### src/hdl/fpa_pkg.sv
// Package for the Q24.8 fixed-point ALU: widths, opcodes, status codes,
// pipeline payload types and small helpers. No dependencies.
package fpa_pkg;

	localparam int FRACTION_BITS   = 8;
	localparam int DATA_W          = 32;
	localparam int PROD_W          = 2 * DATA_W;
	localparam int NUM_W           = DATA_W + FRACTION_BITS;
	localparam int STEPS_PER_STAGE = 4;
	localparam int DIV_STAGES      = DATA_W / STEPS_PER_STAGE;
	localparam int PIPE_DEPTH      = DIV_STAGES + 2;
	localparam int OUT_W           = 40;

	localparam logic [3:0] OP_ADD     = 4'd0;
	localparam logic [3:0] OP_SUB     = 4'd1;
	localparam logic [3:0] OP_MUL     = 4'd2;
	localparam logic [3:0] OP_DIV     = 4'd3;
	localparam logic [3:0] OP_LT      = 4'd4;
	localparam logic [3:0] OP_LE      = 4'd5;
	localparam logic [3:0] OP_GT      = 4'd6;
	localparam logic [3:0] OP_GE      = 4'd7;
	localparam logic [3:0] OP_EQ      = 4'd8;
	localparam logic [3:0] OP_NE      = 4'd9;
	localparam logic [3:0] OP_MIN     = 4'd10;
	localparam logic [3:0] OP_MAX     = 4'd11;
	localparam logic [3:0] OP_INC     = 4'd12;
	localparam logic [3:0] OP_DEC     = 4'd13;
	localparam logic [3:0] OP_TOINT   = 4'd14;
	localparam logic [3:0] OP_FROMINT = 4'd15;

	localparam logic [1:0] ST_OK   = 2'd0;
	localparam logic [1:0] ST_OVF  = 2'd1;
	localparam logic [1:0] ST_DIVZ = 2'd2;

	localparam logic signed [DATA_W-1:0] RAW_MAX = {1'b0, {(DATA_W-1){1'b1}}};
	localparam logic signed [DATA_W-1:0] RAW_MIN = {1'b1, {(DATA_W-1){1'b0}}};

	typedef struct packed {
		logic [DATA_W:0]   rem;
		logic [DATA_W-1:0] num;
		logic [DATA_W-1:0] quo;
		logic [DATA_W-1:0] den;
	} div_t;

	typedef struct packed {
		logic [3:0]               op;
		logic signed [DATA_W-1:0] res;
		logic                     cmp;
		logic [1:0]               status;
		logic signed [PROD_W-1:0] prod;
		logic                     a_neg;
		logic                     b_zero;
		logic                     q_neg;
		logic                     div_ovf;
		div_t                     dv;
	} pipe_t;

	function automatic logic signed [DATA_W-1:0] sat(input logic neg);
		return neg ? RAW_MIN : RAW_MAX;
	endfunction

endpackage

### src/hdl/fpa_front.sv
// First stage: simple operations, 32x32 multiply and divider set-up.
// Depends on fpa_pkg.
module fpa_front (
	input  logic                        clk,
	input  logic                        arst_n,
	input  logic                        en,
	input  logic                        in_valid,
	input  logic [3:0]                  op,
	input  logic signed [31:0]          a,
	input  logic signed [31:0]          b,
	output logic                        valid_s1,
	output fpa_pkg::pipe_t              pipe_s1
);
	import fpa_pkg::*;

	pipe_t                    nxt;
	logic signed [DATA_W:0]   sum, dif, incv, decv;
	logic [DATA_W-1:0]        mag_a, mag_b, tq;
	logic [NUM_W-1:0]         n;
	logic signed [PROD_W-1:0] wide;
	logic [DATA_W:0]          hi;

	function automatic logic [DATA_W+2:0] clamp33(input logic signed [DATA_W:0] v);
		// {status, cmp, value}
		if (v[DATA_W] != v[DATA_W-1])
			return {ST_OVF, 1'b0, sat(v[DATA_W])};
		return {ST_OK, 1'b0, v[DATA_W-1:0]};
	endfunction

	always_comb begin
		sum   = {a[DATA_W-1], a} + {b[DATA_W-1], b};
		dif   = {a[DATA_W-1], a} - {b[DATA_W-1], b};
		incv  = {a[DATA_W-1], a} + {{DATA_W{1'b0}}, 1'b1};
		decv  = {a[DATA_W-1], a} - {{DATA_W{1'b0}}, 1'b1};
		mag_a = a[DATA_W-1] ? (~a + 1'b1) : a;
		mag_b = b[DATA_W-1] ? (~b + 1'b1) : b;
		n     = {mag_a, {FRACTION_BITS{1'b0}}};
		tq    = mag_a >> FRACTION_BITS;
		wide  = {{DATA_W{a[DATA_W-1]}}, a} <<< FRACTION_BITS;
		hi    = wide[PROD_W-1:DATA_W-1];

		nxt          = '0;
		nxt.op       = op;
		nxt.prod     = a * b;
		nxt.a_neg    = a[DATA_W-1];
		nxt.b_zero   = (b == '0);
		nxt.q_neg    = a[DATA_W-1] ^ b[DATA_W-1];
		nxt.div_ovf  = ({{(DATA_W-FRACTION_BITS){1'b0}}, n[NUM_W-1:DATA_W]} >= mag_b);
		nxt.dv.rem   = {{(DATA_W+1-FRACTION_BITS){1'b0}}, n[NUM_W-1:DATA_W]};
		nxt.dv.num   = n[DATA_W-1:0];
		nxt.dv.quo   = '0;
		nxt.dv.den   = mag_b;

		case (op)
			OP_ADD: {nxt.status, nxt.cmp, nxt.res} = clamp33(sum);
			OP_SUB: {nxt.status, nxt.cmp, nxt.res} = clamp33(dif);
			OP_INC: {nxt.status, nxt.cmp, nxt.res} = clamp33(incv);
			OP_DEC: {nxt.status, nxt.cmp, nxt.res} = clamp33(decv);
			OP_LT:  nxt.cmp = (a < b);
			OP_LE:  nxt.cmp = (a <= b);
			OP_GT:  nxt.cmp = (a > b);
			OP_GE:  nxt.cmp = (a >= b);
			OP_EQ:  nxt.cmp = (a == b);
			OP_NE:  nxt.cmp = (a != b);
			OP_MIN: nxt.res = (a <= b) ? a : b;
			OP_MAX: nxt.res = (a >= b) ? a : b;
			OP_TOINT: nxt.res = a[DATA_W-1] ? (~tq + 1'b1) : tq;
			OP_FROMINT: begin
				if ((&hi) || !(|hi))
					nxt.res = wide[DATA_W-1:0];
				else begin
					nxt.res    = sat(a[DATA_W-1]);
					nxt.status = ST_OVF;
				end
			end
			default: ;  // mul and div finish in the last stage
		endcase
	end

	always_ff @(posedge clk or negedge arst_n) begin
		if (!arst_n)
			valid_s1 <= 1'b0;
		else if (en)
			valid_s1 <= in_valid;
	end

	always_ff @(posedge clk) begin
		if (en)
			pipe_s1 <= nxt;
	end

endmodule

### config.mk
export PLATFORM = sky130hd
export DESIGN_NAME = fpa_front
export DESIGN_NICKNAME = d
export VERILOG_FILES = /design/src/hdl/fpa_pkg.sv /design/src/hdl/fpa_front.sv
export SDC_FILE = /design/constraint.sdc
export NUM_CORES = 2
export LEC_CHECK = 0
export ABC_AREA = 1
export BUFFER_PORTS_ARGS = -buffer_cell sky130_fd_sc_hd__buf_2
export CORE_UTILIZATION = 30
export CTS_BUF_LIST = sky130_fd_sc_hd__clkbuf_2 sky130_fd_sc_hd__clkbuf_4 sky130_fd_sc_hd__clkbuf_8
export CTS_CLUSTER_SIZE = 28
export DETAILED_ROUTE_END_ITERATION = 10
export PLACE_DENSITY = 0.46
export SLEW_MARGIN = 25
export SYNTH_ARGS = -nofsm -noshare
export SYNTH_HDL_FRONTEND = slang
export SYNTH_SLANG_ARGS = --single-unit
export TNS_END_PERCENT = 100
### constraint.sdc
create_clock -name clk -period 0.9 [get_ports clk]
set_input_delay 0.135 -clock clk [delete_from_list [all_inputs] [get_ports clk]]
set_output_delay 0.135 -clock clk [all_outputs]
set_load 0.1 [all_outputs]
## Word level (Yosys, flattened, before mapping)

Cells that the tools add are included.

| word-level totals | value |
|---|---|
| bits of input ports | 72 |
| register bits | 172 |
| logic and storage cells | 86 |
| output and inout bits | 237 |

| operators by class | value |
|---|---|
| bitwise operators | 4 |
| mux-type cells | 31 |
| reductions and logical operators | 6 |
| multipliers | 1 |
| equality and inequality tests | 19 |
| order comparisons | 5 |
| add/sub/neg operators | 7 |

Operators with widths:

| kind | count |
|---|---|
| $mux 32 | 11 |
| $mux 35 | 8 |
| $pmux 32 s8 | 1 |
| $add 32x1->32 const B | 3 |
| $mul 32x32->64 | 1 |
| $not 32->32 | 2 |
| $add 32x2->33 const B | 1 |
| $add 32x32->33 | 1 |
| $sub 32x2->33 const B | 1 |
| $sub 32x32->33 | 1 |
| $eq 32x32->1 | 1 |
| $eq 4x4->1 const B | 8 |
| $ge 32x32->1 | 1 |
| $ge 8x32->1 | 1 |
| $gt 32x32->1 | 1 |
| $le 32x32->1 | 1 |
| $logic_not 32->1 | 1 |
| $lt 32x32->1 | 1 |
| $ne 32x32->1 | 1 |
| $not 24->32 | 1 |
| $eq 4x3->1 const B | 4 |
| $pmux 1 s10 | 1 |
| $pmux 2 s5 | 1 |
| $mux 1 | 9 |
| 8 further kinds | 11 |

## Depth between registers and ports, before layout

| depth | value |
|---|---|
| word-level depth | 7 |
| gate-level depth with buffers | 35 |
| gate-level depth less buffers | 31 |

## Worst setup path before layout

OpenSTA, ideal clock, no wires.

| timing | value |
|---|---|
| kind | input port to flip-flop |
| start | input a[31] |
| end | register pipe_s1[194] in the netlist's numbering (data pin) |
| buffers on the path | 5 |
| required time | 0.636 ns |
| arrival time | 7.879 ns |
| path slack | -7.243 ns |
| stages | 30 |
| path through | buf_2 -> buf_2 -> buf_2 -> clkbuf_1 -> buf_1 -> nand2_1 -> inv_1 -> fa_1 -> inv_1 -> fa_1 -> inv_1 -> fa_1 -> fa_1 -> inv_1 -> fa_1 -> inv_1 -> fa_1 -> inv_1 -> fa_1 -> inv_1 -> fa_1 -> ha_1 -> a21oi_1 -> inv_1 -> a31oi_1 -> o21ai_0 -> a21boi_0 -> o221ai_1 -> a31oi_1 -> xor2_1 |

RTL lines:

| item | RTL line | text |
|---|---|---|
| start: declaration | fpa_front.sv:9 | `input logic signed [31:0] a,` |
| end signal: assignment | fpa_front.sv:89 | `pipe_s1 <= nxt;` |
| end: declaration | fpa_front.sv:12 | `output fpa_pkg::pipe_t pipe_s1` |

==> results.yml <==
status:
  status: "finished with violations"
  failed_checks: "setup timing"
setup_path:
  path_class: "primary input to flop"
  critPathCaptureType: "flop"
  max_stage_delay_ps: 600
  cp_common_cell: "fa_1"
  crit_buf_inv: 8
  cp.required_ps: 1340
  worstPathArrival_ps: 6790
  slowest_stage: "fa_1"
  critPathLaunchType: "primary input"
  r2r_slack_ps: 30
  critPathTopFamily: "adder cells"
  cp_max_fo: 8
die:
  initial_utilization: 0.302
  num_io_pins: 309
  die-height_um: 428
  core_area_um2: 181000
  die_w_um: 428
  dieArea_um2: 184000
  rows: 156
synth:
  synth_cell_types: 62
  synthFlopType: "edfxtp_1"
  ys_seq_area_frac: 0.0940
  synth-seq-cells: 171
  syn_inst: 7079
  syn_area_per_cell_um2: 7.71
  synth_area_um2: 54500
  yosys_warnings: 0
  synthArstFlopShare: 0.00585
  synth_edf_count: 170
routing:
  dr.pass1.iters: 6
  routedWlPerCell_um: 21.5
  drt_iter0_markers: 3648
  vias: 51371
  finalWirelength_mm: 237
  ant_nets: 0
  viasPerCell: 4.65
  drc: 0
final_layout:
  regArea_um2: 5130
  drive_above_1_share: 0.328
  area_growth_pct: 44.9
  nNetsFinal: 10085
  final_cells: 11057
  fin_util: 0.437
  multi_input_area_um2: 44700
  final_area_um2: 79000
  fillers: 18120
min_path:
  hold_class: "primary input to flop"
sta:
  skew_ps: 0
  tightest_slew_ps: 645
  finalSetupViolCount: 415
  rsz0062_at_grt: "yes"
  holdWs_ps: 108
  fin_crit_ps: 6350
  finalHoldViolCount: 0
  worst_slack_ps: -5450
  slew_headroom: 0.570
  finalCritPeriodShare: 7.05
  fmax_mhz: 158
  drv_slew: 0
placed_design:
  io_buffers: 242
  gp_congestion: 0.987
  dp.cells: 10867
  place_area_um2: 73700
  hpwl_mm: 203
grt:
  overflow: 0
  grt.total_usage: 0.261
  grt_pass1_wl_mm: 352
  grt_max_degree: 79
  antenna_found_initial: 7
  grt_pass1_vias: 54573
clock_tree:
  cts_max_level: 4
  cts_tree: "yes"
  clk_latency_ps: 680
  cts.path.max_buffers: 2
  cts.clk_slew.worst_paths_ps: 140
  cts_buffers: 17
  cts_num_sinks: 171
  cts_root_buffer: "clkbuf_8"
run:
  drv_cap: 0
[layer usage]
layer,up-vias,part of all wire,track usage,routed length (um)
met3,278,0.048,0.0248,11400
met5,-,0,0,0
met2,1405,0.48,0.446,115000
met4,0,0.040,0.0824,9410
li1,23793,-,-,-
met1,25895,0.43,0.346,102000
[cell usage after synthesis (all sizes together) (38+ instances only)]
cell,instances,area share
inv,1840,0.13
nand2,1712,0.12
fa,1084,0.40
nor2,443,0.034
o21ai,273,0.026
a21oi,266,0.025
ha,261,0.060
buf,223,0.025
nand3,190,0.019
clkbuf,181,0.013
edfxtp,170,0.094
xor2,139,0.022
nand4,54,0.0065
nor3,53,0.0053
xnor2,38,0.0061
[registers in the layout (all words and copies together), names as in the netlist]
name / flops
pipe_s1: 170
valid_s1: 1
[repair_timing]
item	4_1_cts	5_1_grt
pin swaps	160	197
setup endpoints to repair	330	419
cloned	7	6
setup buffers	75	73
gates resized for setup	519	458
endpoints found under the hold margin	41	0
hold buffers	10	0
[cell usage in the layout (no fill, tap or decap), types with 126 or more instances in the layout]
master / n
buf_6: 133
inv_1: 1691
nand2_2: 134
edfxtp_1: 170
a21oi_1: 180
xor2_1: 126
nor2_1: 307
inv_2: 132
nand3_1: 147
buf_4: 1414
fa_1: 992
ha_1: 173
nand2_1: 1514
o21ai_0: 159
buf_12: 283
[worst paths after layout]
path / start / end / cells after the start
max: a[31] / pipe_s1[193]$_DFFE_PP_ / 25
min: a[31] / pipe_s1[132]$_DFFE_PP_ / 4
max reg2reg: valid_s1$_DFFE_PN0P_ / valid_s1$_DFFE_PN0P_ / 1
min reg2reg: valid_s1$_DFFE_PN0P_ / valid_s1$_DFFE_PN0P_ / 1
max in group asynchronous: arst_n / valid_s1$_DFFE_PN0P_ / 3
min in group asynchronous: arst_n / valid_s1$_DFFE_PN0P_ / 3
[cell families after synthesis]
logic type	share of synthesized area
xor+xnor	0.0284
fa+ha+maj	0.458
buf+inv	0.164
compound gates	0.0641
flops	0.0940
other cells	0.0000688
mux	0.000206
simple gates	0.191
[cell type report]
| class | count | area share |
|---|---|---|
| antenna | 6 | 0.000190 |
| multi-input combinational | 4727 | 0.565 |
| clock buffer | 18 | 0.00306 |
| tap | 2370 | 0.0375 |
| timing repair buffer | 1909 | 0.239 |
| inverter | 1842 | 0.0884 |
| sequential | 171 | 0.0650 |
| clock inverter | 14 | 0.00209 |
[worst min-delay path: cells and delay by family]
family                 cells  cell delay, ps
buffers and inverters      4             550
[stage by stage]
stage | TNS, ps | setup WS [ps]
3_5_place_dp | -574840 | -6800
2_1_floorplan | -408250 | -6440
6_report | -501530 | -5450
4_1_cts | -498980 | -5310
5_1_grt | -524710 | -5550
3_3_place_gp | -572000 | -6840
Power is left out: the tool's default activity adds up to more than one toggle a clock period on the data nets, which glitch-free logic cannot reach.
