==> src/hdl/fpa_pkg.sv <==
// Package for the Q24.8 fixed-point ALU: widths, opcodes, status codes,
// pipeline payload types and small helpers. No dependencies.
package fpa_pkg;

	localparam int FRACTION_BITS   = 8;
	localparam int DATA_W          = 32;
	localparam int PROD_W          = 2 * DATA_W;
	localparam int NUM_W           = DATA_W + FRACTION_BITS;
	localparam int STEPS_PER_STAGE = 4;
	localparam int DIV_STAGES      = DATA_W / STEPS_PER_STAGE;
	localparam int PIPE_DEPTH      = DIV_STAGES + 2;
	localparam int OUT_W           = 40;

	localparam logic [3:0] OP_ADD     = 4'd0;
	localparam logic [3:0] OP_SUB     = 4'd1;
	localparam logic [3:0] OP_MUL     = 4'd2;
	localparam logic [3:0] OP_DIV     = 4'd3;
	localparam logic [3:0] OP_LT      = 4'd4;
	localparam logic [3:0] OP_LE      = 4'd5;
	localparam logic [3:0] OP_GT      = 4'd6;
	localparam logic [3:0] OP_GE      = 4'd7;
	localparam logic [3:0] OP_EQ      = 4'd8;
	localparam logic [3:0] OP_NE      = 4'd9;
	localparam logic [3:0] OP_MIN     = 4'd10;
	localparam logic [3:0] OP_MAX     = 4'd11;
	localparam logic [3:0] OP_INC     = 4'd12;
	localparam logic [3:0] OP_DEC     = 4'd13;
	localparam logic [3:0] OP_TOINT   = 4'd14;
	localparam logic [3:0] OP_FROMINT = 4'd15;

	localparam logic [1:0] ST_OK   = 2'd0;
	localparam logic [1:0] ST_OVF  = 2'd1;
	localparam logic [1:0] ST_DIVZ = 2'd2;

	localparam logic signed [DATA_W-1:0] RAW_MAX = {1'b0, {(DATA_W-1){1'b1}}};
	localparam logic signed [DATA_W-1:0] RAW_MIN = {1'b1, {(DATA_W-1){1'b0}}};

	typedef struct packed {
		logic [DATA_W:0]   rem;
		logic [DATA_W-1:0] num;
		logic [DATA_W-1:0] quo;
		logic [DATA_W-1:0] den;
	} div_t;

	typedef struct packed {
		logic [3:0]               op;
		logic signed [DATA_W-1:0] res;
		logic                     cmp;
		logic [1:0]               status;
		logic signed [PROD_W-1:0] prod;
		logic                     a_neg;
		logic                     b_zero;
		logic                     q_neg;
		logic                     div_ovf;
		div_t                     dv;
	} pipe_t;

	function automatic logic signed [DATA_W-1:0] sat(input logic neg);
		return neg ? RAW_MIN : RAW_MAX;
	endfunction

endpackage

==> src/hdl/fpa_back.sv <==
// Last stage: rounding, sign and saturation for mul and div, result
// selection and the output register. Depends on fpa_pkg.
module fpa_back (
	input  logic                 clk,
	input  logic                 arst_n,
	input  logic                 en,
	input  logic                 in_valid,
	input  fpa_pkg::pipe_t       pipe_in,
	output logic                 valid_s,
	output logic signed [31:0]   res_s,
	output logic                 cmp_s,
	output logic [1:0]           status_s
);
	import fpa_pkg::*;

	logic [DATA_W:0]          q;
	logic [PROD_W-1:0]        pm, m;
	logic signed [DATA_W-1:0] res;
	logic [1:0]               st;
	logic                     pneg;

	always_comb begin
		q = {1'b0, pipe_in.dv.quo} +
			{{DATA_W{1'b0}}, ({pipe_in.dv.rem, 1'b0} >= {2'b00, pipe_in.dv.den})};
		pneg = pipe_in.prod[PROD_W-1];
		pm = pneg ? (~pipe_in.prod + 1'b1) : pipe_in.prod;
		m  = (pm + (PROD_W'(1) << (FRACTION_BITS - 1))) >> FRACTION_BITS;

		res = pipe_in.res;
		st  = pipe_in.status;
		case (pipe_in.op)
			OP_MUL: begin
				st = ST_OK;
				if (!pneg && (m > PROD_W'(RAW_MAX))) begin
					res = RAW_MAX;
					st  = ST_OVF;
				end else if (pneg && (m > (PROD_W'(1) << (DATA_W - 1)))) begin
					res = RAW_MIN;
					st  = ST_OVF;
				end else
					res = pneg ? (~m[DATA_W-1:0] + 1'b1) : m[DATA_W-1:0];
			end
			OP_DIV: begin
				st = ST_OK;
				if (pipe_in.b_zero) begin
					res = sat(pipe_in.a_neg);
					st  = ST_DIVZ;
				end else if (pipe_in.div_ovf) begin
					res = sat(pipe_in.q_neg);
					st  = ST_OVF;
				end else if (!pipe_in.q_neg && (q[DATA_W] || q[DATA_W-1])) begin
					res = RAW_MAX;
					st  = ST_OVF;
				end else if (pipe_in.q_neg &&
						(q > {2'b01, {(DATA_W-1){1'b0}}})) begin
					res = RAW_MIN;
					st  = ST_OVF;
				end else
					res = pipe_in.q_neg ? (~q[DATA_W-1:0] + 1'b1) : q[DATA_W-1:0];
			end
			default: ;
		endcase
	end

	always_ff @(posedge clk or negedge arst_n) begin
		if (!arst_n)
			valid_s <= 1'b0;
		else if (en)
			valid_s <= in_valid;
	end

	always_ff @(posedge clk) begin
		if (en) begin
			res_s    <= res;
			cmp_s    <= pipe_in.cmp;
			status_s <= st;
		end
	end

endmodule

==> config.mk <==
export PLATFORM = sky130hd
export DESIGN_NAME = fpa_back
export DESIGN_NICKNAME = d
export VERILOG_FILES = /design/src/hdl/fpa_pkg.sv /design/src/hdl/fpa_back.sv
export SDC_FILE = /design/constraint.sdc
export NUM_CORES = 1
export LEC_CHECK = 0
export ABC_CLOCK_PERIOD_IN_PS = 1150
export BUFFER_PORTS_ARGS = -buffer_cell sky130_fd_sc_hd__buf_2
export CAP_MARGIN = 5
export CORE_UTILIZATION = 54
export DETAILED_ROUTE_END_ITERATION = 7
export PLACE_DENSITY = 0.8
export SYNTH_ARGS = -nofsm -noshare
export SYNTH_HDL_FRONTEND = slang
export SYNTH_SLANG_ARGS = --single-unit
==> constraint.sdc <==
create_clock -name clk -period 1.15 [get_ports clk]
set_clock_uncertainty 0.15 [all_clocks]
set_input_delay 0.2875 -clock clk [delete_from_list [all_inputs] [get_ports clk]]
set_output_delay 0.2875 -clock clk [all_outputs]
set_load 0.05 [all_outputs]
==> results of run 1 <==
Yosys cell counts (32+ instances only):
master    number
nand3_1       48
ha_1          37
xor2_1        69
o21ai_0       65
a21oi_1       65
nor2_1        86
edfxtp_1      35
clkbuf_1      62
nor3_1        51
inv_1         58
o31ai_1       40
xnor2_1       88
nand2_1      111
nor4_1        32
logic make-up after synthesis:
logic type / after synthesis / share of synthesized area (%)
AND/OR/NAND/NOR: 528 / 32.7
AO/OA/AOI/OAI: 353 / 26.9
XOR/XNOR: 157 / 15.2
buffers and inverters: 134 / 5.87
adder cells (fa/ha/maj): 37 / 5.13
flip-flops: 36 / 11.9
multiplexers: 19 / 2.21
per-stage QoR:
stage / util, % / hold WS, ps / instances
floorplan: - / -158 / 1264
global placement: 87.0 / -87.6 / 2122
detailed placement: 87.0 / -85.3 / 2122
CTS: 91.9 / 18.5 / 2147
layer usage:
layer  GRT overflow  track usage [%]
met1              0             76.9
met2              2             92.7
met3              0             66.6
met4              4             78.2
met5              0             33.3
repair_timing:
action                                 4_1_cts
cloned                                       2
setup endpoints to repair                   70
setup buffers                               15
endpoints found under the hold margin        1
hold buffers                                 1
pin swaps                                   51
resized for setup                          139
==> run summary, run 1 <==
Die Ht: 131 um
Final GP Congestion: 1.07
Top post-synthesis cells by area: edfxtp_1 12%, xnor2_1 8.5%, xor2_1 6.7%
Clk buf depth: 2
Cell area after synthesis: 9020 um^2
Unique cell type count in the Yosys netlist: 84
Top FF cell, synth: edfxtp_1
Clock Tree Root: clkbuf_16
Total GRT Usage: 78.0%
Failed at: global routing
Gate Count Post-Synth: 1264
Outcome: aborted with a tool error
Err: [ERROR GRT-0116] Global routing finished with congestion. Check the congestion regions in the DRC Viewer.
Area after DPL: 14000 um^2
Largest net degree at the start of global routing: 42
DIE WIDTH: 131 um
Initial Util: 56.0%
YS warnings: 0
Port Buffer Count: 243
Number of synthesized flops with an enable pin: 35
Grt ovf: 6
FF+latch count, synth: 36
Yosys top cell area share: 11.7%
Cell taking the most area after synthesis: edfxtp_1
Sequential fraction of the synthesis area: 11.9%
Htree depth: 2
Asr flop ratio synth: 2.78%
Syn Nets: 1541
IO Pins: 276
Post-synthesis average cell area: 7.13 um^2
First-pass GRT wire length: 102000 um
HPWL Detailed: 32900 um
Clock sink count: 36
Vias in the first global route: 17000
Rows: 46
Dpl ws: -5000 ps
CTS buffer count: 5
==> run 2: changes to the inputs <==
--- a/config.mk
+++ b/config.mk
@@ -8,9 +8,9 @@
 export ABC_CLOCK_PERIOD_IN_PS = 1150
 export BUFFER_PORTS_ARGS = -buffer_cell sky130_fd_sc_hd__buf_2
 export CAP_MARGIN = 5
-export CORE_UTILIZATION = 54
+export CORE_UTILIZATION = 40
 export DETAILED_ROUTE_END_ITERATION = 7
-export PLACE_DENSITY = 0.8
+export PLACE_DENSITY_LB_ADDON = 0.15
 export SYNTH_ARGS = -nofsm -noshare
 export SYNTH_HDL_FRONTEND = slang
 export SYNTH_SLANG_ARGS = --single-unit
==> run 2 against run 1 <==
  * The flow now finishes, with violations (DRC, setup timing)
  * Area after synthesis stayed put
  * Synthesized cell count did not move
==> run summary, run 2 <==
Outcome: finished with violations
Violated checks: DRC, setup timing
Dpl ws: -4810 ps
Power per cell area: 573 nW/um^2
Req. time, crit path: 1130 ps
Internal power: 0.00521 W
Fill cells: 1837
Tcrit/Tclk final: 478%
HPWL Detailed: 29700 um
Peak VDD IR: 585 uV
Critical path buffers and inverters: 3
Met1 global-route usage: 38.4%
Slew Viols, Final: 0
Unique cell type count in the Yosys netlist: 84
M2 GR Usage: 54.1%
Largest net degree at the start of global routing: 40
Placed cells: 2197
Clock-pin slew on the worst setup and hold paths: 60 ps
Max-slew headroom: 63.7%
First-pass GRT wire length: 59200 um
Hold worst-path end: cmp_s
Sequential share of power: 19.3%
Port Buffer Count: 243
Vias in the first global route: 12100
# DRC: 19
Max incr delay on CP: 550 ps
Reg2reg end: valid_s
Startpoint Class: input port
CP endpoint kind: register
Rows: 54
Worst r2r src: valid_s
CTS tree: built
Crit Path Max Fanout: 7
GRT busiest layer: met2
Total GRT Usage: 30.8%
DIE WIDTH: 152 um
Core Util, Final: 69.3%
Maxcap violations: 0
Clock Tree Root: clkbuf_16
Initial Util: 41.1%
CP top delay family: compound AO/OA/AOI/OAI gates
Final non-filler cell total: 2226
Hold_ws: 20.1 ps
Class of the worst hold path: in -> reg
Vias: 12700
Fraction of layout instances using a drive strength above 1: 45.3%
Grt ovf: 0
CP max-delay cell: or4b_4
Clock group share of total power: 19.0%
Hold depth: 1
Final worst slack: -4340 ps
Antenna viol nets, final: 0
FF+latch count, synth: 36
Cell area after synthesis: 9020 um^2
Initial antenna violation count: 0
Crit path top cell by count: o21a_1
Psw: 0.00351 W
Static Leakage: 6.60 nW
Die Ht: 152 um
Commonest non-fill, non-tap cells in the layout: 488 x buf_4, 203 x buf_2, 103 x nand2_1
Commonest non-fill, non-tap cell in the layout: buf_4
F_max: 182 MHz
Clk buf depth: 2
YS warnings: 0
Number of flip-flops in the largest register: 32
Core Area: 22000 um^2
Vias/cell: 5.70
Hold Vio Cnt, Final: 0
Clock Latency Late Sink: 290 ps
IO Pins: 276
Clock sink count: 36
Worst slew pin tran: 539 ps
Net Sw Frac: 40.3%
CTS buffer count: 5
Final GP Congestion: 0.936
CP Data Arrival Time: 5480 ps
Unrepaired setup endpoints after global routing: true
Hold_sp: pipe_in[199]
Commonest cells in the netlist: 111 x nand2_1, 88 x xnor2_1, 86 x nor2_1
DRT Wirelength: 37700 um
Asr flop ratio synth: 2.78%
First-pass DRT Iterations: 8
Final critical-path required period: 5490 ps
DRT iter0 DRCs: 1100
Cell taking the most area after synthesis: edfxtp_1
Number of synthesized flops with an enable pin: 35
Gate Count Post-Synth: 1264
Yosys top cell area share: 11.7%
Met3 usage: 3.10%
Die ar.: 23100 um^2
Htree depth: 2
Setup Viol. Count Final: 70
Final Net Count: 2222
Syn Nets: 1541
Sequential fraction of the synthesis area: 11.9%
Most flop-heavy register: res_s
Final setup TNS: -145540 ps
Reg2reg setup slack: 110 ps
Drt wl/cell: 16.9 um
Top FF cell, synth: edfxtp_1
Top flop regs: res_s x32, status_s x2
Worst-case reg-to-reg path depth: 2
Post-synthesis average cell area: 7.13 um^2
Logic pwr share: 61.6%
Most common cell in the synthesized netlist: nand2_1
Critical path type: in -> reg
Top post-synthesis cells by area: edfxtp_1 12%, xnor2_1 8.5%, xor2_1 6.7%
Synth-to-layout area growth: 68.7%
Ant diodes: 0
-- run 2: cell counts after synthesis --
Identical to the previous run, type by type.
-- run 2: worst max path at each step --
| stage | cells after the start | start | to | slack [ps] |
|---|---|---|---|---|
| after global routing | 29 | pipe_in[96] | res_s[24] | -4560 |
| after floorplan | 28 | pipe_in[96] | res_s[17] | -4400 |
| after detailed placement | 28 | pipe_in[1] | res_s[12] | -4810 |
| final | 31 | pipe_in[96] | res_s[22] | -4340 |
| after global placement | 28 | pipe_in[1] | res_s[12] | -4660 |
| after CTS | 30 | pipe_in[1] | res_s[17] | -4240 |
-- run 2: kinds of logic after synthesis --
logic type / after synthesis / synth area share (%)
adders and majority gates: 37 / 5.13
muxes: 19 / 2.21
AOI/OAI and AO/OA: 353 / 26.9
buffers and inverters: 134 / 5.87
xor gates and xnor gates: 157 / 15.2
and+or+nand+nor: 528 / 32.7
DFF: 36 / 11.9
-- run 2: power groups by stage --
stage | registers [W] | clock network [W] | logic (W)
after floorplan | 0.00209 | 0 | 0.00209
after global placement | 0.00168 | 0 | 0.00479
after detailed placement | 0.00168 | 0 | 0.00487
after CTS | 0.00168 | 0.00162 | 0.00516
after global routing | 0.00169 | 0.00168 | 0.00576
final | 0.00169 | 0.00166 | 0.00537
-- run 2: metal layers --
| metal | vias to the layer above | wire length [um] |
|---|---|---|
| li1 | 6181 | - |
| met1 | 5838 | 15800 |
| met2 | 558 | 18000 |
| met3 | 112 | 2440 |
| met4 | 0 | 1460 |
| met5 | - | 0 |
-- run 2: area by class of cell --
type,instances,area [um^2],area share (%)
clock buffer,5,125,0.823
clock inverter,3,42.5,0.280
inverter,58,223,1.46
multi-input combinational,1095,7980,52.5
sequential,36,1080,7.08
tap,280,350,2.30
timing repair buffer,749,5410,35.6
-- run 2: per-stage QoR --
step / instance area (um^2) / power, W
floorplan: 9360 / 0.00418
finish: 15200 / 0.00872
global placement: 14200 / 0.00647
CTS: 14900 / 0.00846
detailed placement: 14200 / 0.00655
global route: 15200 / 0.00913
-- run 2: repair_timing --
action                                  in CTS  in global routing
gates resized for setup                    123                 50
cloned                                       3                  0
hold endpoints to repair                     1                  0
buffers inserted                            10                  8
pin swaps                                   50                 37
hold buffers                                 1                  0
endpoints found under the setup margin      70                 70
Power figures use the tool's default switching activity.
