==> config.mk <==
export PLATFORM = sky130hd
export DESIGN_NAME = fpa_div_stage
export DESIGN_NICKNAME = d
export VERILOG_FILES = /design/src/hdl/fpa_pkg.sv /design/src/hdl/fpa_div_stage.sv
export SDC_FILE = /design/constraint.sdc
export NUM_CORES = 1
export LEC_CHECK = 0
export BUFFER_PORTS_ARGS = -buffer_cell sky130_fd_sc_hd__clkbuf_2
export CORE_AREA = 3 3 184 186
export CTS_CLUSTER_SIZE = 30
export DETAILED_ROUTE_END_ITERATION = 8
export DIE_AREA = 0 0 187 189
export PLACE_DENSITY = 0.73
export SYNTH_ARGS = -nofsm -noshare
export SYNTH_HDL_FRONTEND = slang
export SYNTH_SLANG_ARGS = --single-unit
==> constraint.sdc <==
create_clock -name clk -period 1.35 [get_ports clk]
set_clock_uncertainty 0.15 [all_clocks]
set_input_delay 0.27 -clock clk [delete_from_list [all_inputs] [get_ports clk]]
set_output_delay 0.27 -clock clk [all_outputs]
set_load 0.02 [all_outputs]
==> src/hdl/fpa_pkg.sv <==
// Package for the Q24.8 fixed-point ALU: widths, opcodes, status codes,
// pipeline payload types and small helpers. No dependencies.
package fpa_pkg;

	localparam int FRACTION_BITS   = 8;
	localparam int DATA_W          = 32;
	localparam int PROD_W          = 2 * DATA_W;
	localparam int NUM_W           = DATA_W + FRACTION_BITS;
	localparam int STEPS_PER_STAGE = 4;
	localparam int DIV_STAGES      = DATA_W / STEPS_PER_STAGE;
	localparam int PIPE_DEPTH      = DIV_STAGES + 2;
	localparam int OUT_W           = 40;

	localparam logic [3:0] OP_ADD     = 4'd0;
	localparam logic [3:0] OP_SUB     = 4'd1;
	localparam logic [3:0] OP_MUL     = 4'd2;
	localparam logic [3:0] OP_DIV     = 4'd3;
	localparam logic [3:0] OP_LT      = 4'd4;
	localparam logic [3:0] OP_LE      = 4'd5;
	localparam logic [3:0] OP_GT      = 4'd6;
	localparam logic [3:0] OP_GE      = 4'd7;
	localparam logic [3:0] OP_EQ      = 4'd8;
	localparam logic [3:0] OP_NE      = 4'd9;
	localparam logic [3:0] OP_MIN     = 4'd10;
	localparam logic [3:0] OP_MAX     = 4'd11;
	localparam logic [3:0] OP_INC     = 4'd12;
	localparam logic [3:0] OP_DEC     = 4'd13;
	localparam logic [3:0] OP_TOINT   = 4'd14;
	localparam logic [3:0] OP_FROMINT = 4'd15;

	localparam logic [1:0] ST_OK   = 2'd0;
	localparam logic [1:0] ST_OVF  = 2'd1;
	localparam logic [1:0] ST_DIVZ = 2'd2;

	localparam logic signed [DATA_W-1:0] RAW_MAX = {1'b0, {(DATA_W-1){1'b1}}};
	localparam logic signed [DATA_W-1:0] RAW_MIN = {1'b1, {(DATA_W-1){1'b0}}};

	typedef struct packed {
		logic [DATA_W:0]   rem;
		logic [DATA_W-1:0] num;
		logic [DATA_W-1:0] quo;
		logic [DATA_W-1:0] den;
	} div_t;

	typedef struct packed {
		logic [3:0]               op;
		logic signed [DATA_W-1:0] res;
		logic                     cmp;
		logic [1:0]               status;
		logic signed [PROD_W-1:0] prod;
		logic                     a_neg;
		logic                     b_zero;
		logic                     q_neg;
		logic                     div_ovf;
		div_t                     dv;
	} pipe_t;

	function automatic logic signed [DATA_W-1:0] sat(input logic neg);
		return neg ? RAW_MIN : RAW_MAX;
	endfunction

endpackage

==> src/hdl/fpa_div_stage.sv <==
// One divider stage: STEPS_PER_STAGE restoring quotient steps, rest of the
// payload passed through. Depends on fpa_pkg.
module fpa_div_stage (
	input  logic           clk,
	input  logic           arst_n,
	input  logic           en,
	input  logic           in_valid,
	input  fpa_pkg::pipe_t pipe_in,
	output logic           valid_s,
	output fpa_pkg::pipe_t pipe_s
);
	import fpa_pkg::*;

	pipe_t           nxt;
	logic [DATA_W:0] r;

	always_comb begin
		nxt = pipe_in;
		for (int i = 0; i < STEPS_PER_STAGE; i++) begin
			r = {nxt.dv.rem[DATA_W-1:0], nxt.dv.num[DATA_W-1]};
			nxt.dv.num = {nxt.dv.num[DATA_W-2:0], 1'b0};
			if (r >= {1'b0, nxt.dv.den}) begin
				nxt.dv.rem = r - {1'b0, nxt.dv.den};
				nxt.dv.quo = {nxt.dv.quo[DATA_W-2:0], 1'b1};
			end else begin
				nxt.dv.rem = r;
				nxt.dv.quo = {nxt.dv.quo[DATA_W-2:0], 1'b0};
			end
		end
	end

	always_ff @(posedge clk or negedge arst_n) begin
		if (!arst_n)
			valid_s <= 1'b0;
		else if (en)
			valid_s <= in_valid;
	end

	always_ff @(posedge clk) begin
		if (en)
			pipe_s <= nxt;
	end

endmodule

==> results of run 1 <==
metrics by stage:
stage | hold WS, ns | setup WS (ns) | setup TNS [ns] | utilization | std cells
CTS | 0.0741 | -8.18 | -327.90 | 0.849 | 3129
detailed placement | -0.0974 | -9.45 | -331.69 | 0.700 | 2825
global placement | -0.104 | -9.24 | -324.07 | 0.700 | 2825
floorplan | -0.176 | -8.31 | -291.17 | - | 1405
logic make-up after synthesis:
kind of cell,Yosys count,synth area share
buffers and inverters,114,0.0331
adders and majority gates,132,0.109
other,1,0.000242
muxes,93,0.0695
and+or+nand+nor,313,0.101
xor gates and xnor gates,100,0.0566
DFF,233,0.452
AOI/OAI and AO/OA,416,0.178
routing by layer:
layer / global-route usage / GRT overflow
met2: 0.926 / 3
met5: 0.511 / 0
met3: 0.684 / 2
met1: 0.766 / 0
met4: 0.804 / 5
repair_timing:
item / CTS
setup buffers: 52
endpoints found under the setup margin: 270
pin swaps: 57
gates cloned: 6
endpoints found under the hold margin: 203
resized for setup: 311
hold buffers: 200
==> run_results.csv, run 1 <==
group,metric,value,unit
run_status,status,"did not finish",
run_status,stop_stage,"5_1_grt",
run_status,error_line,"[ERROR GRT-0232] Routing congestion too high. Check the congestion heatmap in the GUI.",
die,die_w,187,um
die,initial_utilization,0.477,
logic_synthesis,synthTopCellsByArea,"edfxtp_1 45%, ha_1 10%, mux2_2 4.1%",
clocking,root_buffer,"clkbuf_16",
logic_synthesis,yosys_register_bits,233,
logic_synthesis,synth_top_cell_by_area,"edfxtp_1",
die,io_pins,477,
logic_synthesis,synth_top_area_share,0.450,
logic_synthesis,netlist_area,15500,um^2
timing,worstEndpointGrtRepair,"pipe_s[113]$_DFFE_PP_/D",
logic_synthesis,yosysMostFrequentCell,"edfxtp_1",
clocking,clockBufferDepth,3,
placement,hpwl,54.2,mm
logic_synthesis,yosysUniqueCellTypes,82,
logic_synthesis,synthArstFlopShare,0.00429,
global_route,antenna_found_initial,16,
logic_synthesis,synth-edff-count,232,
logic_synthesis,ys_warn_count,0,
die,rows,66,
logic_synthesis,avgSynthCellArea,11.0,um^2
clocking,cts_made_buffers,25,
global_route,grt_max_degree,49,
logic_synthesis,synth.yosys.seq_area_share,0.452,
timing,endpoint_type,"sequential cell input",
clocking,htreeDepth,1,
logic_synthesis,syn_inst,1402,
clocking,cts_sinks,233,
logic_synthesis,synth_ff_type,"edfxtp_1",
placement,finalWeightedCongestion,1.00,
die,die_y,189,um
logic_synthesis,netlist_top_cells_count,"232 x edfxtp_1, 128 x ha_1, 113 x a21oi_1, 82 x nand2_1, 79 x o21ai_0",
global_route,grt-ovfl-total,10,
global_route,track_usage,0.791,
placement,numPortBuffers,467,
placement,place_area,22700,um^2
==> run 2, diff against run 1 <==
--- a/config.mk
+++ b/config.mk
@@ -6,11 +6,10 @@
 export NUM_CORES = 1
 export LEC_CHECK = 0
 export BUFFER_PORTS_ARGS = -buffer_cell sky130_fd_sc_hd__clkbuf_2
-export CORE_AREA = 3 3 184 186
-export CTS_CLUSTER_SIZE = 30
+export CORE_MARGIN = 3
+export CORE_UTILIZATION = 40
 export DETAILED_ROUTE_END_ITERATION = 8
-export DIE_AREA = 0 0 187 189
-export PLACE_DENSITY = 0.73
+export PLACE_DENSITY_LB_ADDON = 0.15
 export SYNTH_ARGS = -nofsm -noshare
 export SYNTH_HDL_FRONTEND = slang
 export SYNTH_SLANG_ARGS = --single-unit
==> run 2 against run 1 <==
Synthesized cell count unchanged. The flow now finishes, with violations (setup timing). Area after synthesis unchanged.
==> run_results.csv, run 2 <==
group,metric,value,unit
logic_synthesis,synth.yosys.seq_area_share,0.452,
logic_synthesis,netlist_area,15500,um^2
routing,antenna_left,0,
clocking,cts_tree,"built",
global_route,grt-ovfl-total,0,
global_route,use_met3,0.0669,
setup_path,r2r_setup_slack,0.39,ns
cells_and_area,layout_common_cells,"597 x buf_4, 232 x edfxtp_1, 227 x clkbuf_2",
routing,drt_pass1_iterations,5,
global_route,antenna_found_initial,5,
timing,fin_crit_sh,7.25,
global_route,use_met1,0.432,
clocking,htreeDepth,1,
timing,tightest_slew,0.941,ns
clocking,cts_made_buffers,25,
setup_path,cp-end-kind,"flop",
logic_synthesis,netlist_top_cells_count,"232 x edfxtp_1, 128 x ha_1, 113 x a21oi_1, 82 x nand2_1, 79 x o21ai_0",
setup_path,worstPathArrival,9.93,ns
worst_hold_path,hold_class,"input pin to flop",
cells_and_area,final_area,28800,um^2
cells_and_area,nets,3060,
routing,viasPerCell,5.42,
logic_synthesis,yosysUniqueCellTypes,82,
routing,drt_first_iter_violations,1461,
placement,finalWeightedCongestion,0.930,
die,die_y,203,um
timing,rsz0062_at_grt,"yes",
logic_synthesis,synth_ff_type,"edfxtp_1",
placement,place_area,22800,um^2
power,pwr_density_cell,2590,nW/um^2
run_status,violations,"setup timing",
setup_path,crit_slowest_cell,"a2111o_1",
placement,hpwl,52.3,mm
clocking,root_buffer,"clkbuf_16",
timing,min_period,9.79,ns
timing,setup_ws,-8.44,ns
clocking,clockBufferDepth,3,
cells_and_area,syn_to_final_growth,86.1,%
timing,clock.fmax,0.102,GHz
power,peakVddDrop,1840,uV
cells_and_area,regMostFlops,"pipe_s",
cells_and_area,layout_commonest_cell,"buf_4",
logic_synthesis,synth-edff-count,232,
timing,setup_viol,319,
setup_path,critical_path.top_delay_family,"compound AO/OA/AOI/OAI gates",
setup_path,slowest_delay,0.44,ns
clocking,cts_sinks,233,
global_route,grt_pass1_wl,104,mm
worst_hold_path,hold_end,"pipe_s[96]$_DFFE_PP_",
routing,route.detailed.drc,0,
clocking,clkTransAtPathRegs,0.07,ns
setup_path,worst_r2r_path_depth,1,
worst_hold_path,hp-start,"pipe_in[92]",
logic_synthesis,synth_top_cell_by_area,"edfxtp_1",
cells_and_area,drive_gt1_frac,0.523,
die,io_pins,477,
cells_and_area,largest_reg_flops,232,
logic_synthesis,synthArstFlopShare,0.00429,
flow_run,cap_violations,0,
die,core,37800,um^2
routing,routedWlPerCell,23.9,um
setup_path,reg2reg_from,"valid_s$_DFFE_PN0P_",
cells_and_area,largest_registers,"pipe_s (232), valid_s (1)",
power,leakage,13.2,nW
global_route,track_usage,0.330,
routing,vias,17500,
routing,routed_wl,77.0,mm
timing,relSlewSlack,0.367,
clocking,clock_latency,0.54,ns
global_route,top_usage_layer,"met2",
logic_synthesis,synth_top_area_share,0.450,
logic_synthesis,ys_warn_count,0,
setup_path,cpMostUsedCell,"o21ai_2",
setup_path,startpoint_type,"input pin",
timing,fin_setup_tns,-336.07,ns
placement,placed_cells,2892,
timing,hold_violations,0,
global_route,grt_max_degree,56,
die,initial_utilization,0.409,
setup_path,rr_endpoint,"valid_s$_DFFE_PN0P_",
logic_synthesis,yosysMostFrequentCell,"edfxtp_1",
run_status,status,"finished with violations",
cells_and_area,final_cells,3222,
setup_path,crit_type,"input pin to flop",
logic_synthesis,syn_inst,1402,
global_route,use_met2,0.536,
global_route,first_global_vias,17200,
timing,drv_slew,0,
die,rows,71,
logic_synthesis,yosys_register_bits,233,
setup_path,cp_max_fo,8,
logic_synthesis,synthTopCellsByArea,"edfxtp_1 45%, ha_1 10%, mux2_2 4.1%",
die,die_area,41100,um^2
placement,numPortBuffers,467,
worst_hold_path,min_path_cells,5,
die,die_w,203,um
logic_synthesis,avgSynthCellArea,11.0,um^2
setup_path,cp.required,1.50,ns
setup_path,cp_num_buf_inv,10,
-- run 2: cell counts after synthesis --
No cell type changed its count.
-- run 2: logic make-up after synthesis --
| kind of cell | synth area share |
|---|---|
| AOI/OAI and AO/OA | 0.178 |
| other | 0.000242 |
| and+or+nand+nor | 0.101 |
| adders and majority gates | 0.109 |
| buffers and inverters | 0.0331 |
| DFF | 0.452 |
| xor gates and xnor gates | 0.0566 |
| muxes | 0.0695 |
-- run 2: worst min-delay path: cells and delay by family --
family	cells	cell delay, ns
adder cells (fa/ha/maj)	1	0.16
buffers and inverters	3	0.27
multiplexers	1	0.07
-- run 2: how the worst max path moves through the flow --
stage | slack (ns) | startpoint | endpoint | cells past startpoint
global route | -8.69 | pipe_in[95] | pipe_s[128]$_DFFE_PP_ | 52
CTS | -8.10 | pipe_in[14] | pipe_s[100]$_DFFE_PP_ | 46
finish | -8.44 | pipe_in[12] | pipe_s[128]$_DFFE_PP_ | 48
global placement | -9.50 | pipe_in[14] | pipe_s[99]$_DFFE_PP_ | 45
detailed placement | -9.63 | pipe_in[22] | pipe_s[109]$_DFFE_PP_ | 43
floorplan | -8.31 | pipe_in[15] | pipe_s[110]$_DFFE_PP_ | 47
-- run 2: metrics by stage --
| stage | util | hold slack, ns | worst slack (ns) | total power [mW] |
|---|---|---|---|---|
| finish | 0.760 | 0.245 | -8.44 | 74.6 |
| global route | 0.760 | 0.257 | -8.69 | 77.9 |
| CTS | 0.725 | 0.229 | -8.10 | 68.6 |
| detailed placement | 0.602 | -0.0679 | -9.63 | 53.9 |
| global placement | 0.602 | -0.0693 | -9.50 | 53.3 |
| floorplan | - | -0.176 | -8.31 | 36.6 |
-- run 2: repair_timing --
| item | CTS | global route |
|---|---|---|
| setup buffers | 60 | 17 |
| pin swaps | 64 | 26 |
| setup endpoints to repair | 270 | 343 |
| gates resized for setup | 276 | 559 |
| gates cloned | 6 | 2 |
| endpoints found under the hold margin | 199 | 0 |
| hold buffers | 200 | 0 |
-- run 2: power by group --
part           total [mW]  internal (mW)  switching (mW)
Sequential           10.8           10.1           0.656
Clock                7.42           4.22            3.21
Combinational        56.4           30.6            25.7
Total                74.6           45.0            29.6
-- run 2: routing by layer --
| layer | share of wire | wire length [um] |
|---|---|---|
| met5 | 0 | 0 |
| met4 | 0.053 | 4080 |
| met3 | 0.078 | 6040 |
| met2 | 0.47 | 36400 |
| met1 | 0.40 | 30500 |
-- run 2: area by class of cell --
cell class | instances | area [um^2]
fillers | 2488 | 9060
repair buffers | 1294 | 10700
well taps | 511 | 639
diodes | 4 | 10.0
clock buffers | 32 | 652
multi-input cells | 1059 | 9250
flip-flops and latches | 233 | 6990
inverters | 75 | 314
clock inverters | 14 | 191
No activity file was read; power rests on OpenSTA's default activity.
==> run 3, diff against run 2 <==
==> constraint.sdc (replaced) <==
create_clock -name clk -period 11.45 [get_ports clk]
set_clock_uncertainty 0.15 [all_clocks]
set_input_delay 2.29 -clock clk [delete_from_list [all_inputs] [get_ports clk]]
set_output_delay 2.29 -clock clk [all_outputs]
set_load 0.02 [all_outputs]
==> run 3 against run 2 <==
The run still ends with setup timing left. Die area did not move. Global-route usage fell by 4.4 points. Sequential share of layout area rose by 3.6 points. Clock power fell by 88%. Wire length fell by 20%. Hold slack improved by 0.12 ns. Utilization fell by 9.9 points. Combinational power fell by 90%. Final area fell by 13%. Non-clock buffer count fell by 244. Critical path type unchanged. Highest routed layer is now met5.
==> run_results.csv, run 3 (synthesis gave the netlist of run 2 again) <==
group,metric,value,unit
clocking,clkTransAtPathRegs,0.06,ns
die,die_area,41100,um^2
clocking,root_buffer,"clkbuf_16",
routing,routed_wl,61.9,mm
setup_path,r2r_setup_slack,10.56,ns
routing,route.detailed.drc,0,
power,peakVddDrop,188,uV
power,swShare,0.383,
cells_and_area,multi_input_area,9220,um^2
setup_path,rr_endpoint,"valid_s$_DFFE_PN0P_",
setup_path,worstPathArrival,11.82,ns
placement,place_ws,-1.45,ns
clocking,cts_sinks,233,
clocking,clockBufferDepth,3,
timing,setup_ws,-0.229,ns
setup_path,cp_num_buf_inv,10,
timing,setup_viol,34,
die,io_pins,477,
timing,hold_violations,0,
timing,holdWs,0.367,ns
placement,finalWeightedCongestion,0.944,
cells_and_area,final_area,25000,um^2
setup_path,worst_r2r_path_depth,1,
power,seqPwrFrac,0.154,
cells_and_area,nets,2815,
cells_and_area,final_cells,2975,
power,p_comb_frac,0.736,
timing,tightest_slew,0.877,ns
cells_and_area,layout_commonest_cell,"buf_4",
routing,viasPerCell,5.15,
power,leakage,11.7,nW
setup_path,cp.required,11.59,ns
clocking,cts_tree,"built",
clocking,cts_made_buffers,25,
routing,antenna_left,0,
global_route,grt_pass1_wl,90.3,mm
power,pwr_density_cell,320,nW/um^2
cells_and_area,syn_to_final_growth,61.9,%
worst_hold_path,hold_class,"flop to flop",
timing,rsz0062_at_grt,"yes",
flow_run,cap_violations,0,
placement,hpwl,49.9,mm
cells_and_area,layout_common_cells,"555 x buf_4, 463 x clkbuf_2, 232 x edfxtp_1",
cells_and_area,regArea,6990,um^2
setup_path,reg2reg_from,"valid_s$_DFFE_PN0P_",
die,core,37800,um^2
worst_hold_path,min_path_cells,1,
cells_and_area,largest_registers,"pipe_s (232), valid_s (1)",
global_route,first_global_vias,15300,
setup_path,critical_path.top_delay_family,"compound AO/OA/AOI/OAI gates",
cells_and_area,postLayoutCoreUtil,0.662,
routing,routedWlPerCell,20.8,um
setup_path,crit_slowest_cell,"or4_4",
power,p_total,8.01,mW
worst_hold_path,hp-start,"valid_s$_DFFE_PN0P_",
cells_and_area,largest_reg_flops,232,
cells_and_area,fill_cells,3118,
routing,drt_first_iter_violations,829,
power,p_int,4.94,mW
die,die_y,203,um
placement,numPortBuffers,467,
routing,vias,15300,
setup_path,cp-end-kind,"flop",
die,initial_utilization,0.409,
run_status,violations,"setup timing",
global_route,track_usage,0.287,
setup_path,startpoint_type,"input pin",
power,power.switching,3.07,mW
routing,drt_pass1_iterations,5,
die,rows,71,
global_route,grt-ovfl-total,0,
timing,relSlewSlack,0.415,
cells_and_area,regMostFlops,"pipe_s",
setup_path,slowest_delay,0.50,ns
placement,placed_cells,2875,
run_status,status,"finished with violations",
clocking,clock_latency,0.54,ns
power,clockPowerShare,0.110,
placement,place_area,22600,um^2
cells_and_area,drive_gt1_frac,0.554,
global_route,antenna_found_initial,4,
timing,drv_slew,0,
setup_path,cp_max_fo,8,
clocking,htreeDepth,1,
die,die_w,203,um
timing,fin_setup_tns,-6.25,ns
worst_hold_path,hold_end,"valid_s$_DFFE_PN0P_",
timing,clock.fmax,0.0856,GHz
setup_path,crit_type,"input pin to flop",
timing,fin_crit_sh,1.02,
global_route,grt_max_degree,164,
timing,min_period,11.68,ns
-- run 3: timing repair --
action	CTS	global route
cloned	3	1
endpoints found under the setup margin	34	34
gates resized for setup	124	90
hold buffers	0	0
buffers inserted	35	15
pin swaps	52	34
-- run 3: area by class of cell --
cell class | instances | area share
Clock inverter | 19 | 0.0104
Tap cell | 511 | 0.0255
Antenna cell | 2 | 0.000200
Sequential cell | 233 | 0.279
Multi-Input combinational cell | 1058 | 0.368
Timing Repair Buffer | 1050 | 0.279
Clock buffer | 27 | 0.0253
Inverter | 75 | 0.0121
-- run 3: layer usage --
metal,share of wire,track usage
met5,0.00011,0
met4,0.035,0.0987
met3,0.076,0.0705
met2,0.47,0.472
met1,0.42,0.371
-- run 3: worst max path at each step --
stage	start	end	slack, ns	cells after the start
6_report	pipe_in[23]	pipe_s[121]$_DFFE_PP_	-0.23	48
3_5_place_dp	pipe_in[14]	pipe_s[99]$_DFFE_PP_	-1.45	46
5_1_grt	pipe_in[11]	pipe_s[109]$_DFFE_PP_	-0.54	49
3_3_place_gp	pipe_in[14]	pipe_s[105]$_DFFE_PP_	-1.35	46
4_1_cts	pipe_in[23]	pipe_s[118]$_DFFE_PP_	-0.13	49
2_1_floorplan	pipe_in[15]	pipe_s[110]$_DFFE_PP_	-0.23	47
-- run 3: power by group through the flow --
stage / clock, mW / sequential [mW] / combinational [mW]
after floorplan: 0 / 1.41 / 2.91
after global placement: 0 / 1.25 / 5.01
after detailed placement: 0 / 1.25 / 5.08
after CTS: 0.896 / 1.23 / 5.70
after global routing: 0.932 / 1.24 / 6.38
final: 0.880 / 1.23 / 5.90
